`src/spq_pkg.sv`:
```
// Shared types and constants of the sorted priority queue.
package spq_pkg;

  localparam int CAPACITY    = 16;
  localparam int COUNT_W     = $clog2(CAPACITY + 1);
  localparam int IDX_W       = $clog2(CAPACITY);
  localparam int DATA_W      = 32;
  localparam int PRIO_W      = 16;
  localparam int OCC_W       = 5;
  localparam int IN_TDATA_W  = 48;
  localparam int OUT_TDATA_W = 56;

  localparam logic MODE_INSERT = 1'b0;
  localparam logic MODE_DELETE = 1'b1;

  typedef enum logic [1:0] {
    ST_OK        = 2'd0,
    ST_UNDERFLOW = 2'd1,
    ST_OVERFLOW  = 2'd2
  } spq_status_t;

  // Controller to datapath commands.
  typedef struct packed {
    logic load;  // capture the incoming operation
    logic exec;  // run the operation and load the result register
  } spq_cmd_t;

endpackage

```
`src/spq_ctrl.sv`:
```
// Controller: input acceptance, operation sequencing and output valid.
module spq_ctrl (
  input  logic            clk,
  input  logic            rst,
  input  logic            in_valid,
  output logic            in_ready,
  output logic            out_valid,
  input  logic            out_ready,
  output spq_pkg::spq_cmd_t cmd
);

  typedef enum logic {
    S_IDLE,
    S_EXEC
  } state_t;

  state_t state;
  logic   out_free;

  assign out_free = !out_valid || out_ready;
  assign in_ready = (state == S_IDLE);
  assign cmd.load = (state == S_IDLE) && in_valid;
  assign cmd.exec = (state == S_EXEC) && out_free;

  always_ff @(posedge clk) begin
    if (rst) begin
      state     <= S_IDLE;
      out_valid <= 1'b0;
    end else begin
      if (out_valid && out_ready) begin
        out_valid <= 1'b0;
      end
      unique case (state)
        S_IDLE: begin
          if (in_valid) begin
            state <= S_EXEC;
          end
        end
        S_EXEC: begin
          if (out_free) begin
            state     <= S_IDLE;
            out_valid <= 1'b1;
          end
        end
        default: state <= S_IDLE;
      endcase
    end
  end

endmodule

```
`src/spq_dp.sv`:
```
// Datapath: sorted compare-and-shift entry array, count and result register.
module spq_dp (
  input  logic                             clk,
  input  logic                             rst,
  input  spq_pkg::spq_cmd_t                cmd,
  input  logic                             in_mode,
  input  logic signed [spq_pkg::DATA_W-1:0] in_data,
  input  logic signed [spq_pkg::PRIO_W-1:0] in_prio,
  output spq_pkg::spq_status_t             res_status,
  output logic signed [spq_pkg::DATA_W-1:0] res_data,
  output logic signed [spq_pkg::PRIO_W-1:0] res_prio,
  output logic [spq_pkg::OCC_W-1:0]        res_occ
);

  localparam int CAP = spq_pkg::CAPACITY;
  localparam int CW  = spq_pkg::COUNT_W;

  logic                             op_mode;
  logic signed [spq_pkg::DATA_W-1:0] op_data;
  logic signed [spq_pkg::PRIO_W-1:0] op_prio;

  logic signed [spq_pkg::DATA_W-1:0] entry_data [CAP];
  logic signed [spq_pkg::PRIO_W-1:0] entry_prio [CAP];
  logic [CW-1:0]                    count;
  logic [CW-1:0]                    count_next;
  logic [CAP-1:0]                   gt;
  logic                             full;
  logic                             empty;
  logic                             do_ins;
  logic                             do_del;
  logic [CW+spq_pkg::OCC_W-1:0]     occ_wide;

  assign full   = (count == CW'(CAP));
  assign empty  = (count == '0);
  assign do_ins = cmd.exec && (op_mode == spq_pkg::MODE_INSERT) && !full;
  assign do_del = cmd.exec && (op_mode == spq_pkg::MODE_DELETE) && !empty;

  always_comb begin
    count_next = count;
    if (do_ins) begin
      count_next = count + CW'(1);
    end else if (do_del) begin
      count_next = count - CW'(1);
    end
  end

  assign occ_wide = {{spq_pkg::OCC_W{1'b0}}, count_next};

  always_ff @(posedge clk) begin
    if (cmd.load) begin
      op_mode <= in_mode;
      op_data <= in_data;
      op_prio <= in_prio;
    end
  end

  always_ff @(posedge clk) begin
    if (rst) begin
      count <= '0;
    end else begin
      count <= count_next;
    end
  end

  // Each cell compares against the new priority; the "greater" cells form a prefix.
  for (genvar i = 0; i < CAP; i++) begin : g_cell
    assign gt[i] = (CW'(i) < count) && (entry_prio[i] > op_prio);

    always_ff @(posedge clk) begin
      if (do_ins && !gt[i]) begin
        if (i == 0) begin
          entry_data[i] <= op_data;
          entry_prio[i] <= op_prio;
        end else if (gt[(i == 0) ? 0 : i-1]) begin
          entry_data[i] <= op_data;
          entry_prio[i] <= op_prio;
        end else begin
          entry_data[i] <= entry_data[(i == 0) ? 0 : i-1];
          entry_prio[i] <= entry_prio[(i == 0) ? 0 : i-1];
        end
      end else if (do_del && (i < CAP - 1)) begin
        entry_data[i] <= entry_data[(i < CAP - 1) ? i+1 : i];
        entry_prio[i] <= entry_prio[(i < CAP - 1) ? i+1 : i];
      end
    end
  end

  always_ff @(posedge clk) begin
    if (cmd.exec) begin
      res_data   <= '0;
      res_prio   <= '0;
      res_status <= spq_pkg::ST_OK;
      res_occ    <= occ_wide[spq_pkg::OCC_W-1:0];
      if (op_mode == spq_pkg::MODE_INSERT) begin
        if (full) begin
          res_status <= spq_pkg::ST_OVERFLOW;
        end
      end else if (empty) begin
        res_status <= spq_pkg::ST_UNDERFLOW;
      end else begin
        res_data <= entry_data[0];
        res_prio <= entry_prio[0];
      end
    end
  end

endmodule

```
`src/sorted_priority_queue_core.sv`:
```
// Top level of the sorted priority queue: stream ports, controller and datapath.
// Sequence: an input transfer is captured into the operation register, then the
//   execute step loads the result register and raises the result valid; a stalled
//   output holds the execute step. A new operation is taken only after the execute step.
// Reset (rst, synchronous, active high) empties the queue, clears the result valid
//   and idles the controller; entry contents are left as they are and are never
//   read before being written.
module sorted_priority_queue_core (
  input  logic                               clk,
  input  logic                               rst,
  // Input stream. tdata: data_word [31:0], priority_req [47:32]. tuser: mode [0].
  input  logic                               s_axis_tvalid,
  output logic                               s_axis_tready,
  input  logic [spq_pkg::IN_TDATA_W-1:0]     s_axis_tdata,
  input  logic [0:0]                         s_axis_tuser,
  // Result stream. tdata: out_data [31:0], out_priority [47:32], occupancy [52:48],
  // zeros [55:53]. tuser: status [1:0].
  output logic                               m_axis_tvalid,
  input  logic                               m_axis_tready,
  output logic [spq_pkg::OUT_TDATA_W-1:0]    m_axis_tdata,
  output logic [1:0]                         m_axis_tuser
);

  spq_pkg::spq_cmd_t                 cmd;
  spq_pkg::spq_status_t              res_status;
  logic signed [spq_pkg::DATA_W-1:0] res_data;
  logic signed [spq_pkg::PRIO_W-1:0] res_prio;
  logic [spq_pkg::OCC_W-1:0]         res_occ;

  // Sequencer: takes one transfer, runs it, and waits on a full result register.
  spq_ctrl u_ctrl (
    .clk       (clk),
    .rst       (rst),
    .in_valid  (s_axis_tvalid),
    .in_ready  (s_axis_tready),
    .out_valid (m_axis_tvalid),
    .out_ready (m_axis_tready),
    .cmd       (cmd)
  );

  // Sorted entry array: insert shifts the tail of lower or equal priority down one cell,
  // delete shifts everything up one cell and returns the head.
  spq_dp u_dp (
    .clk        (clk),
    .rst        (rst),
    .cmd        (cmd),
    .in_mode    (s_axis_tuser[0]),
    .in_data    (s_axis_tdata[31:0]),
    .in_prio    (s_axis_tdata[47:32]),
    .res_status (res_status),
    .res_data   (res_data),
    .res_prio   (res_prio),
    .res_occ    (res_occ)
  );

  assign m_axis_tdata = {3'b000, res_occ, res_prio, res_data};
  assign m_axis_tuser = res_status;

endmodule

```
`config.mk`:
```
export PLATFORM = sky130hd
export DESIGN_NAME = sorted_priority_queue_core
export DESIGN_NICKNAME = d
export VERILOG_FILES = /design/src/spq_pkg.sv /design/src/spq_ctrl.sv /design/src/spq_dp.sv /design/src/sorted_priority_queue_core.sv
export SDC_FILE = /design/constraint.sdc
export NUM_CORES = 2
export LEC_CHECK = 0
export ABC_AREA = 0
export BUFFER_PORTS_ARGS = -buffer_cell sky130_fd_sc_hd__buf_2
export CAP_MARGIN = 20
export CELL_PAD_IN_SITES_DETAIL_PLACEMENT = 0
export CELL_PAD_IN_SITES_GLOBAL_PLACEMENT = 1
export CORE_MARGIN = 1.5
export CORE_UTILIZATION = 47
export DETAILED_ROUTE_END_ITERATION = 8
export GPL_TIMING_DRIVEN = 0
export PLACE_DENSITY = 0.85
export SYNTH_ARGS = -nofsm -noshare
export SYNTH_HDL_FRONTEND = slang
export SYNTH_HIERARCHICAL = 1
export SYNTH_SLANG_ARGS = --single-unit
```
`constraint.sdc`:
```
create_clock -name clk -period 6.4 [get_ports clk]
set_input_delay 0.96 -clock clk [delete_from_list [all_inputs] [get_ports clk]]
set_output_delay 0.96 -clock clk [all_outputs]
set_load 0.02 [all_outputs]
```
======== Word-level counts from Yosys, hierarchy flattened ========
Memory sizes are Yosys's and may differ from the RTL's.
Index checks and enable logic that the tools add are counted.
operators by class
  add/sub/neg operators ................... 2
  mux-type cells .......................... 194
  order comparisons ....................... 32
  bitwise gates (word level) .............. 62
  equality and inequality tests ........... 1
  reductions and logical operators ........ 61
operators by type and width
  operator                                                                     count
  32-bit two-way mux                                                           30
  16-bit two-way mux                                                           30
  16-bit > comparator                                                          16
  1-bit two-way mux                                                            129
  1-bit OR                                                                     60
  4-bit by 5-bit less-than comparator with 1-bit output, first input constant  8
  1-bit logical AND                                                            39
  3-bit by 5-bit less-than comparator with 1-bit output, first input constant  4
  1-bit zero test                                                              19
  1-bit by 5-bit less-than comparator with 1-bit output, first input constant  2
  2-bit by 5-bit less-than comparator with 1-bit output, first input constant  2
  5-bit two-way mux                                                            2
  5-bit by 1-bit adder with 5-bit output, second input constant                1
  5-bit equality test, second input constant                                   1
  5-bit zero test                                                              1
  5-bit by 1-bit subtractor with 5-bit output, second input constant           1
  2-bit two-way mux                                                            2
  1-bit NOT                                                                    2
  1-bit one-hot mux with 2 select lines                                        1
  2-bit OR reduction                                                           1
  1-bit logical OR                                                             1
storage, ports and cells
  register bits ........................... 111
  logic and storage cells ................. 364
  memories ................................ 2
  output and inout port bits .............. 60
  bits in writable memories ............... 768
memory list
  name             depth  width  read ports  clocked after Yosys merged registers in  write ports  line          text
  u_dp.entry_data  16     32     16          0                                        16           spq_dp.sv:22  logic signed [spq_pkg::DATA_W-1:0] entry_data [CAP];
  u_dp.entry_prio  16     16     16          0                                        16           spq_dp.sv:23  logic signed [spq_pkg::PRIO_W-1:0] entry_prio [CAP];

======== Depth between registers and ports, before layout ========
  depth in word-level cells ............... 10
  gate-level depth with buffers ........... 12
  mapped depth without buffers ............ 9

======== By module ========
Netlist, hierarchy kept.
by module, submodules not included
  module                      cells an instance  times used  area an instance (um^2)  seq. area each (um^2)
  spq_dp                      3679               1           46110.5                  26285.2
  spq_ctrl                    9                  1           87.6                     40.0
  sorted_priority_queue_core  4                  1           26.3                     0.0

======== Worst setup path before layout ========
Ideal clock, no wire load.
  path kind ............................... input to register
  start point ............................. in m_axis_tready
  end point ............................... mem u_dp/entry_data[1][32] in the netlist's numbering, enable pin
  arrival time ............................ 6.027 ns
  data required time ...................... 5.880 ns
  slack ................................... -0.147 ns
  path buffers ............................ 1
  cell stages on the path ................. 5
  cells stage by stage .................... nand2b_1 > and2_2 > nand3_1 > clkbuf_1 > o21ai_0
RTL lines
  element          line                              text
  start, declared  sorted_priority_queue_core.sv:19  input logic m_axis_tready,
  end, declared    spq_dp.sv:22

==> impl_metrics.ini <==
[critical_path]
reg2regPathDepth = 13
worstSetupPathType = reg -> reg
start_kind = flop
crit_path_top_delay_cell = clkbuf_1
worstPathCellList = clkbuf_1 > inv_1 > ha_1 > nor3b_1 > nand2_1 > and3_1 > clkbuf_1 > clkbuf_1 > clkbuf_1 > clkbuf_1 > nand2_1 > nand2_2 > buf_12
cpMostUsedCell = clkbuf_1
crit_path_end_kind = flop
cp_data_required_time_ns = 6.75
worstPathArrival_ns = 6.12
max_stage_delay_ns = 0.86
crit_fanout = 34

[floorplan]
start_util = 0.476
die_area_um2 = 100000
die_height_um = 317
die_w_um = 317
core.rowCount = 114
pin_count = 113
core_um2 = 97100

[detailed_routing]
vias_per_cell = 7.10
dr.pass1.iters = 9
drc = 0
wirelength_um = 167000
vias = 37576
drt-wirelength-per-cell_um = 31.6
antenna_left = 0
drt_iter0_markers = 5776

[power]
p_leak_nw = 18.4
power.total_mw = 14.5
p_sw_frac = 0.268
combPwrFrac = 0.127
switchingPower_mw = 3.87
peakVddDrop_mv = 0.243
sequentialPowerShare = 0.484
p_int_mw = 10.6
p_clk_frac = 0.389
p_per_area_nw_per_um2 = 276

[global_routing]
antenna_found_initial = 7
grt.overflow.total = 0
grt_max_degree = 62
first_global_vias = 36481
grt_usage = 0.328
grt_pass1_wl_um = 239000

[timing]
min_period_ns = 5.77
finalSetupViolCount = 0
max-slew-margin-rel = 0.138
max_freq_mhz = 173
post-route-period-util = 0.901
slew_viol_final = 0
rsz0062_at_grt = no
worst_slew_pin_slew_ns = 1.29
fin_tns_setup_ns = 0
skew_ns = 0.0374
whs_ns = 0.431
hold_viol_final = 0

[flow_run]
max-cap-violations = 0

[synthesis]
netlist_area_um2 = 46200
synthXorXnorAreaFrac = 0.000568
yosys_warnings = 6
synth-edff-count = 872
synth_cells = 3692
yosys.area_share.simple = 0.0574
synthArstFlopShare = 0
synth_mux_area_frac = 0.0125
postSynthAreaPerCell_um2 = 12.5
synth.distinct_cells = 82
synth_top_family_by_area = compound AO/OA/AOI/OAI gates
synth_seq_cells = 879
ys.flop_type = edfxtp_1
ys_seq_area_frac = 0.570
synth-compound-area-share = 0.250
synth-adder-area-share = 0.0701

[min_path]
min_path_cells = 1
hold_path_class = in -> reg

[run_status]
outcome = finished, final reports clean

[final_layout]
nFillCells = 8164
syn_to_final_growth_pct = 13.1
final_cell_mix = edfxtp_1 (872), a221o_1 (479), a21oi_1 (381)
nets = 4246
drive_gt1_frac = 0.120
final_common_cell = edfxtp_1

[clocking]
tritoncts = yes
cts_made_buffers = 98
root_buffer = clkbuf_16
ctsResizeCount = 0
cts_setup_buffers = 0
htreeDepth = 3
hold_buffers = 0
cts_buffer_depth = 3
clock_sinks = 879
clk_latency_ns = 0.70
clk_pin_slew_ns = 0.06

[place]
dp_hpwl_um = 129000
gp_routability_congestion = 0.979
io_buffers = 109
==> worst max-delay path, delay by kind of cell, from the launching register on <==
| family | cells | cell delay, ns |
|---|---|---|
| DFF | 1 | 0.37 |
| adders and majority gates | 1 | 0.22 |
| and+or+nand+nor | 5 | 1.09 |
| buffers and inverters | 7 | 3.68 |
==> sequential cells by signal, summed over array words and instances (netlist names) <==
signal / cells
u_ctrl/state: 1
u_dp/res_occ: 5
u_dp/op_prio: 16
u_dp/res_data: 32
u_dp/op_data: 32
u_dp/entry_prio: 256
u_dp/res_status: 2
u_ctrl/out_valid: 1
u_dp/entry_data: 512
u_dp/count: 5
u_dp/op_mode: 1
u_dp/res_prio: 16
==> metal layers <==
layer | track usage | routed length, um
met3 | 0.101 | 23600
met2 | 0.509 | 74900
met4 | 0.117 | 6060
met5 | 0.00663 | 230
met1 | 0.434 | 62400
==> synthesized netlist by cell type (all sizes together), types with 44 or more instances <==
cell | number | area share
and3 | 56 | 0.0078
nand2 | 209 | 0.017
nand4 | 47 | 0.0064
o221a | 44 | 0.011
a21oi | 381 | 0.041
mux2 | 50 | 0.012
buf | 105 | 0.012
edfxtp | 872 | 0.57
nand2b | 53 | 0.0072
clkbuf | 286 | 0.023
inv | 55 | 0.0045
a32oi | 141 | 0.027
a31oi | 199 | 0.027
a221o | 479 | 0.10
ha | 259 | 0.070
o21ai | 169 | 0.018
==> power by group through the flow <==
stage,Sequential [mW],Clock (mW),Combinational (mW)
after floorplan,7.01,0,1.15
after global placement,7.11,0,1.65
after detailed placement,7.09,0,1.77
after CTS,6.97,5.66,1.78
after global routing,7.00,5.89,1.97
final,6.99,5.63,1.84
==> final timing paths <==
kind	startpoint	end	slack [ns]
max	u_dp/count[1]	u_dp/entry_data[3][77]	0.63
min reg2reg	u_ctrl/state	u_ctrl/out_valid	0.53
max reg2reg	u_dp/count[1]	u_dp/entry_data[3][77]	0.63
min	s_axis_tdata[33]	u_dp/op_prio[1]	0.43
==> kinds of logic (layout without fill, tap and decap cells) <==
group,count (synthesis),in the layout
flip-flops,879,879
other,1,6
AND/OR/NAND/NOR,517,517
AO/OA/AOI/OAI,1536,1536
adder cells (fa/ha/maj),259,259
multiplexers,51,51
buffers and inverters,446,768
XOR/XNOR,3,3
==> area by class of cell <==
cell class	instances	area, um2	share of cell area
flip-flops and latches	879	26300	0.504
multi-input cells	2369	18100	0.347
clock buffers	113	2550	0.0488
plain buffers	391	1650	0.0316
well taps	1276	1600	0.0305
repair buffers	140	1210	0.0231
clock inverters	69	603	0.0115
inverters	55	206	0.00395
diodes	3	7.51	0.000144
==> stage by stage <==
step	setup WS, ns	cell area (um2)	util	std cells
2_1_floorplan	-0.147	46200	-	3694
3_3_place_gp	-4.05	48400	0.498	5079
6_report	0.632	52300	0.538	5295
5_1_grt	0.519	52300	0.538	5293
3_5_place_dp	0.264	49100	0.505	5106
4_1_cts	0.481	52200	0.537	5288
(Power assumes the default switching activity.)
